### config.mk
export PLATFORM = sky130hd
export DESIGN_NAME = wpc_sample_ram
export DESIGN_NICKNAME = d
export VERILOG_FILES = /design/src/wpc_pkg.sv /design/src/wpc_sample_ram.sv
export SDC_FILE = /design/constraint.sdc
export NUM_CORES = 2
export LEC_CHECK = 0
export BUFFER_PORTS_ARGS = -buffer_cell sky130_fd_sc_hd__buf_2
export CAP_MARGIN = 20
export CORE_MARGIN = 10
export CORE_UTILIZATION = 45
export DETAILED_ROUTE_END_ITERATION = 8
export GPL_TIMING_DRIVEN = 1
export PLACE_DENSITY = 0.59
export SETUP_SLACK_MARGIN = 0.05
export SLEW_MARGIN = 20
export SYNTH_ARGS = -nofsm -noshare
export SYNTH_HDL_FRONTEND = slang
export SYNTH_SLANG_ARGS = --single-unit
### constraint.sdc
create_clock -name aclk -period 3.48 [get_ports aclk]
set_input_delay 1.044 -clock aclk [delete_from_list [all_inputs] [get_ports aclk]]
set_output_delay 1.044 -clock aclk [all_outputs]
set_load 0.005 [all_outputs]
### src/wpc_pkg.sv
// Shared types, constants and a helper function for the waveform plot pixel compositor.
`default_nettype none
package wpc_pkg;

    // Sample store data width (signed screen row of the trace)
    localparam int SAMPLE_W = 16;

    // Grid pitch
    localparam int MINOR_DX = 10;
    localparam int MINOR_DY = 8;
    localparam int MAJOR_DX = 50;
    localparam int MAJOR_DY = 40;

    // Enough multiples of the finest pitch to cover an 8-bit coordinate
    localparam int MULT_SPAN = 255 / MINOR_DY + 1;

    // Item action codes
    localparam logic ACT_STORE   = 1'b0;
    localparam logic ACT_REQUEST = 1'b1;

    // Colour classes
    typedef logic [2:0] colour_t;
    localparam colour_t CLS_BACKGROUND = 3'd0;
    localparam colour_t CLS_GRID       = 3'd1;
    localparam colour_t CLS_CENTRE     = 3'd2;
    localparam colour_t CLS_TRACE      = 3'd3;
    localparam colour_t CLS_MARKER     = 3'd4;

    // Register indexes (byte address = 4 * index)
    typedef logic [2:0] reg_index_t;
    localparam reg_index_t REG_LEFT_COLUMN   = 3'd0;
    localparam reg_index_t REG_RIGHT_COLUMN  = 3'd1;
    localparam reg_index_t REG_TOP_ROW       = 3'd2;
    localparam reg_index_t REG_BOTTOM_ROW    = 3'd3;
    localparam reg_index_t REG_CENTRE_ROW    = 3'd4;
    localparam reg_index_t REG_POINTS_IN_USE = 3'd5;
    localparam reg_index_t REG_MARKER_ENABLE = 3'd6;
    localparam reg_index_t REG_MARKER_COLUMN = 3'd7;

    // Register reset values
    localparam logic [7:0] RST_LEFT_COLUMN   = 8'd0;
    localparam logic [7:0] RST_RIGHT_COLUMN  = 8'd159;
    localparam logic [7:0] RST_TOP_ROW       = 8'd0;
    localparam logic [7:0] RST_BOTTOM_ROW    = 8'd127;
    localparam logic [7:0] RST_CENTRE_ROW    = 8'd64;
    localparam logic [8:0] RST_POINTS_IN_USE = 9'd2;
    localparam logic       RST_MARKER_ENABLE = 1'b0;
    localparam logic [7:0] RST_MARKER_COLUMN = 8'd0;

    // Per-pixel info carried from the accept stage to the class stage
    typedef struct packed {
        logic [7:0] row;
        logic [7:0] screen_col;
        logic       col_zero;
        colour_t    base_class;
        logic       marker_hit;
    } pix_info_t;

    // True when v is a multiple of step (step >= MINOR_DY); parallel compares
    function automatic logic is_multiple(input logic [7:0] v, input logic [7:0] step);
        logic [15:0] prod;
        logic        hit;
        hit = 1'b0;
        for (int k = 0; k < MULT_SPAN; k++) begin
            prod = 16'(k) * {8'd0, step};
            if (prod[15:8] == 8'd0 && prod[7:0] == v) begin
                hit = 1'b1;
            end
        end
        return hit;
    endfunction

endpackage
`default_nettype wire

### src/wpc_sample_ram.sv
// Trace sample memory: one write port, two registered read ports.
`default_nettype none
module wpc_sample_ram #(
    parameter int DEPTH = 256,
    parameter int AW    = 8
) (
    input  wire logic                          aclk,
    input  wire logic                          wr_en,
    input  wire logic [AW-1:0]                 wr_addr,
    input  wire logic [wpc_pkg::SAMPLE_W-1:0]  wr_data,
    input  wire logic                          rd_en,
    input  wire logic [AW-1:0]                 rd_addr_a,
    input  wire logic [AW-1:0]                 rd_addr_b,
    output logic      [wpc_pkg::SAMPLE_W-1:0]  rd_data_a,
    output logic      [wpc_pkg::SAMPLE_W-1:0]  rd_data_b
);
    import wpc_pkg::*;

    logic [SAMPLE_W-1:0] mem [DEPTH];

    always_ff @(posedge aclk) begin
        if (wr_en) begin
            mem[wr_addr] <= wr_data;
        end
    end

    // read data holds while rd_en is low
    always_ff @(posedge aclk) begin
        if (rd_en) begin
            rd_data_a <= mem[rd_addr_a];
            rd_data_b <= mem[rd_addr_b];
        end
    end

endmodule
`default_nettype wire

**After elaboration in Yosys (flattened, before gate mapping)**

Memories as Yosys holds them, arrays and structs flattened. A register that Yosys moved wholly into a read port is not among the register bits.
Cells that the tools add are included.

- Mux-type cells: 2

Operator list:

| operator | count |
|---|---|
| 1-bit 2-to-1 mux | 2 |

- Register bits after elaboration: 0
- RAM bits: 4,096
- Bits of input ports: 43
- Output and inout port bits: 32
- Word-level logic and storage cells: 3
- Memories: 1

Memory list:

| name | depth | bits a word | rd ports | clocked after memory_dff | wr ports | RTL line | text |
|---|---|---|---|---|---|---|---|
| mem | 256 | 16 | 2 | 2 | 1 | wpc_sample_ram.sv:19 | `logic [SAMPLE_W-1:0] mem [DEPTH];` |

**Logic depth before layout (Yosys ltp)**

- Depth after elaboration: 2
- Depth in mapped cells: 13
- Mapped depth without buffers: 7

**Least setup slack after synthesis**

OpenSTA, ideal clock, no wires.

- Path kind: input to register
- From: input rd_addr_b[0]
- To: register rd_data_b[10] (netlist bit), read port of mem (data pin)
- Library setup time: 267 ps
- Arrival: 3,182 ps
- Data required time: 3,213 ps
- Path slack: 31 ps
- Stages: 8
- Path buffers: 2
- Path through: buf_4 > buf_1 > mux4_2 > mux4_2 > a22oi_1 > nand2_1 > o31ai_1 > nor3_1

RTL lines:

| what | RTL line | text |
|---|---|---|
| start, declared | wpc_sample_ram.sv:13 | `input wire logic [AW-1:0] rd_addr_b,` |
| end, declared | wpc_sample_ram.sv:15 | `output logic [wpc_pkg::SAMPLE_W-1:0] rd_data_b` |

==> flow_summary.toml <==
[status]
outcome = "complete, but fails checks"
violations = "negative setup slack"

[detailed_routing]
wirelength_mm = 708.0
routedWlPerCell_um = 39.41
drtIter0Drc = 18390
vias = 121900
drc = 0
dr.pass1.iters = 6
viasPerCell = 6.786
detail-route-antenna-nets = 0

[die]
num_rows = 239
dieHeight_um = 673.0
fp.dieW_um = 673.0
start_util = 0.4523
dieArea_um2 = 453000
fp.coreArea_um2 = 424300
num_io_pins = 75

[cts]
postCtsHoldBufs = 0
cts-buffers-inserted = 443
clk_pin_slew_worst_paths_ns = 0.06
clk_path_buf_depth = 4
cts_tree = "yes"
htree_levels = 5
cts_num_sinks = 4128
root_buffer = "clkbuf_16"
insertion_delay_ns = 1.03

[synth]
ys.flop_type = "edfxtp_1"
ys_warn_count = 0
yosysTopAreaCellShare = 0.6459
ys_seq_area_frac = 0.6459
postSynthRegisterBits = 4128
synth_nets = 10180
ys_types = 58
async_flop_share = 0
yosys-top-cells-area = "edfxtp_1 (65%), mux4_2 (20%), mux2i_1 (5.3%)"
synth-edff-count = 4128
post-synth-top-area-cell = "edfxtp_1"
avgSynthCellArea_um2 = 18.94
netlist_area_um2 = 191900
synthCells = 10140

[pwr]
powerDensity_nw_per_um2 = 496.9
leakage_nw = 76.45
peakVddDrop_mv = 0.4380

[finish]
layout-drive-gt1-share = 0.3879
final_common_cell = "edfxtp_1"
fin_util = 0.5412
layout_common_cells = "edfxtp_1 (4128), mux4_2 (1688), buf_4 (1658), mux2i_1 (1021), clkbuf_16 (454)"
syn2layout_area_growth_pct = 19.68
fin_nets = 11820

[timing]
max_freq_ghz = 0.2834
min_period_ns = 3.529
relSlewSlack = 0.09851
tightest_slew_ns = 1.352
setup_slack_ns = -0.04907
rsz0062_at_grt = "true"
finalSetupViolCount = 6
drv_slew = 0
hold_violations = 0
skew_ns = 0.04851
period_share = 1.014

[place]
hpwl_mm = 478.7
gp_congestion = 1.011
io_buffers = 74
pre_cts_slack_ns = -1.886

[worst_setup_path]
worst_setup_path_start_kind = "input pin"
r2r-start = "mem[59][0]$_DFFE_PP_"
critPathCaptureType = "flop"
crit_arrival_ns = 4.42
crit_type = "in -> reg"
worst-r2r-cell-count = 8
reg2reg_slack_ns = 0.23
crit_fanout = 13
crit_required_ns = 4.37
rr_endpoint = "rd_data_a[0]$_DFFE_PP_"

[global_route]
grt_pass1_wl_mm = 971.5
grt_max_degree = 130
antenna_found_initial = 80
grt_usage = 0.3051
grt_pass1_vias = 120400
grt.overflow.total = 0

[worst_hold_path]
whs_endpoint = "mem[89][8]$_DFFE_PP_"
hp-class = "in -> reg"
hold_depth = 1
hp-start = "wr_data[8]"

[flow_run]
cap_violations = 0
[synth_stat cells, types with 18 or more instances]
master     number
a2111oi_0      38
a211o_1        26
a211oi_1       22
a21oi_1       210
a221oi_1       48
a22o_1         55
a22oi_1       119
and3_1         18
buf_1         102
buf_2         153
buf_4         100
buf_6          92
clkbuf_1      382
edfxtp_1     4128
mux2i_1      1021
mux4_2       1688
nand2_1       257
nand3_1        83
nand4_1        30
nor2_1        355
nor3_1        185
nor4_1         38
o211ai_1       59
o21ai_0        74
o221ai_1      418
o22ai_1       281
o31ai_1        27
[flip-flops by register name (all words and copies together), names as in the netlist]
signal and flops:
mem 4096, rd_data_b 16, rd_data_a 16
[per-stage QoR]
step	std cells	cell area, um2	total power (W)	TNS [ns]	hold WS (ns)
detailed placement	16990	214000	0.06682	-36.77	1.138
finish	17960	229700	0.1141	-0.1812	0.4251
floorplan	10140	191900	0.06108	0	0.9843
CTS	17800	228800	0.1142	0	0.3521
global route	17920	229600	0.1167	-0.01459	0.3912
global placement	16990	214000	0.06671	-37.31	1.230
[layout make-up]
class,instances,area (um2)
antenna,157,392.9
clock buffer,527,11530
clock inverter,286,2993
fill,32780,194700
inverter,6,43.79
multi-input combinational,5151,64410
sequential,4128,124000
tap,5663,7086
timing repair buffer,2045,19260
[worst max-delay path by stage]
stage            startpoint                      end  slack [ns]  cells after the start
2_1_floorplan  rd_addr_a[0]  rd_data_a[14]$_DFFE_PP_        0.11                     10
3_3_place_gp   rd_addr_a[0]   rd_data_a[0]$_DFFE_PP_       -2.03                     13
3_5_place_dp   rd_addr_a[0]   rd_data_a[0]$_DFFE_PP_       -1.89                     13
4_1_cts        rd_addr_b[0]   rd_data_b[9]$_DFFE_PP_        0.05                     12
5_1_grt        rd_addr_a[0]   rd_data_a[0]$_DFFE_PP_       -0.01                     13
6_report       rd_addr_a[2]   rd_data_a[0]$_DFFE_PP_       -0.05                     12
[layer usage]
layer / vias to the layer above / share of wire / GRT usage
met5: - / 0.00028 / 0
met4: 30 / 0.061 / 0.1520
met3: 1532 / 0.12 / 0.07966
met2: 8317 / 0.45 / 0.4662
met1: 64470 / 0.36 / 0.4076
li1: 47540 / - / -
[cells by family (layout without fill, tap and decap cells)]
kind of cell | Yosys count | count (layout) | share of synthesized area
AO/OA/AOI/OAI | 1414 | 1414 | 0.05387
buffers and inverters | 856 | 2864 | 0.02462
flip-flops | 4128 | 4128 | 0.6459
multiplexers | 2709 | 2709 | 0.2514
other | 0 | 157 | 0
AND/OR/NAND/NOR | 1028 | 1028 | 0.02423
[report_power, final]
group	total [W]	internal (W)	switching, W
Sequential	0.0551	0.0549	0.000182
Clock	0.0480	0.0277	0.0203
Combinational	0.0111	0.00450	0.00659
[what timing repair did]
action | in CTS | in global routing
setup buffers | 0 | 2
cloned | 1 | 5
setup endpoints to repair | 21 | 30
pin swaps | 1 | 5
resized for setup | 59 | 72
[critical path, stage by stage]
cell and delay [ns]:
buf_4 0.24, buf_6 0.26, nand2b_4 0.20, buf_12 0.22, buf_4 0.21, o221ai_1 0.29, o22ai_1 0.23, a211o_1 0.38
a2111oi_4 0.48, buf_4 0.19, and4_4 0.39, and3_1 0.19
No activity file was read; power rests on OpenSTA's default activity.
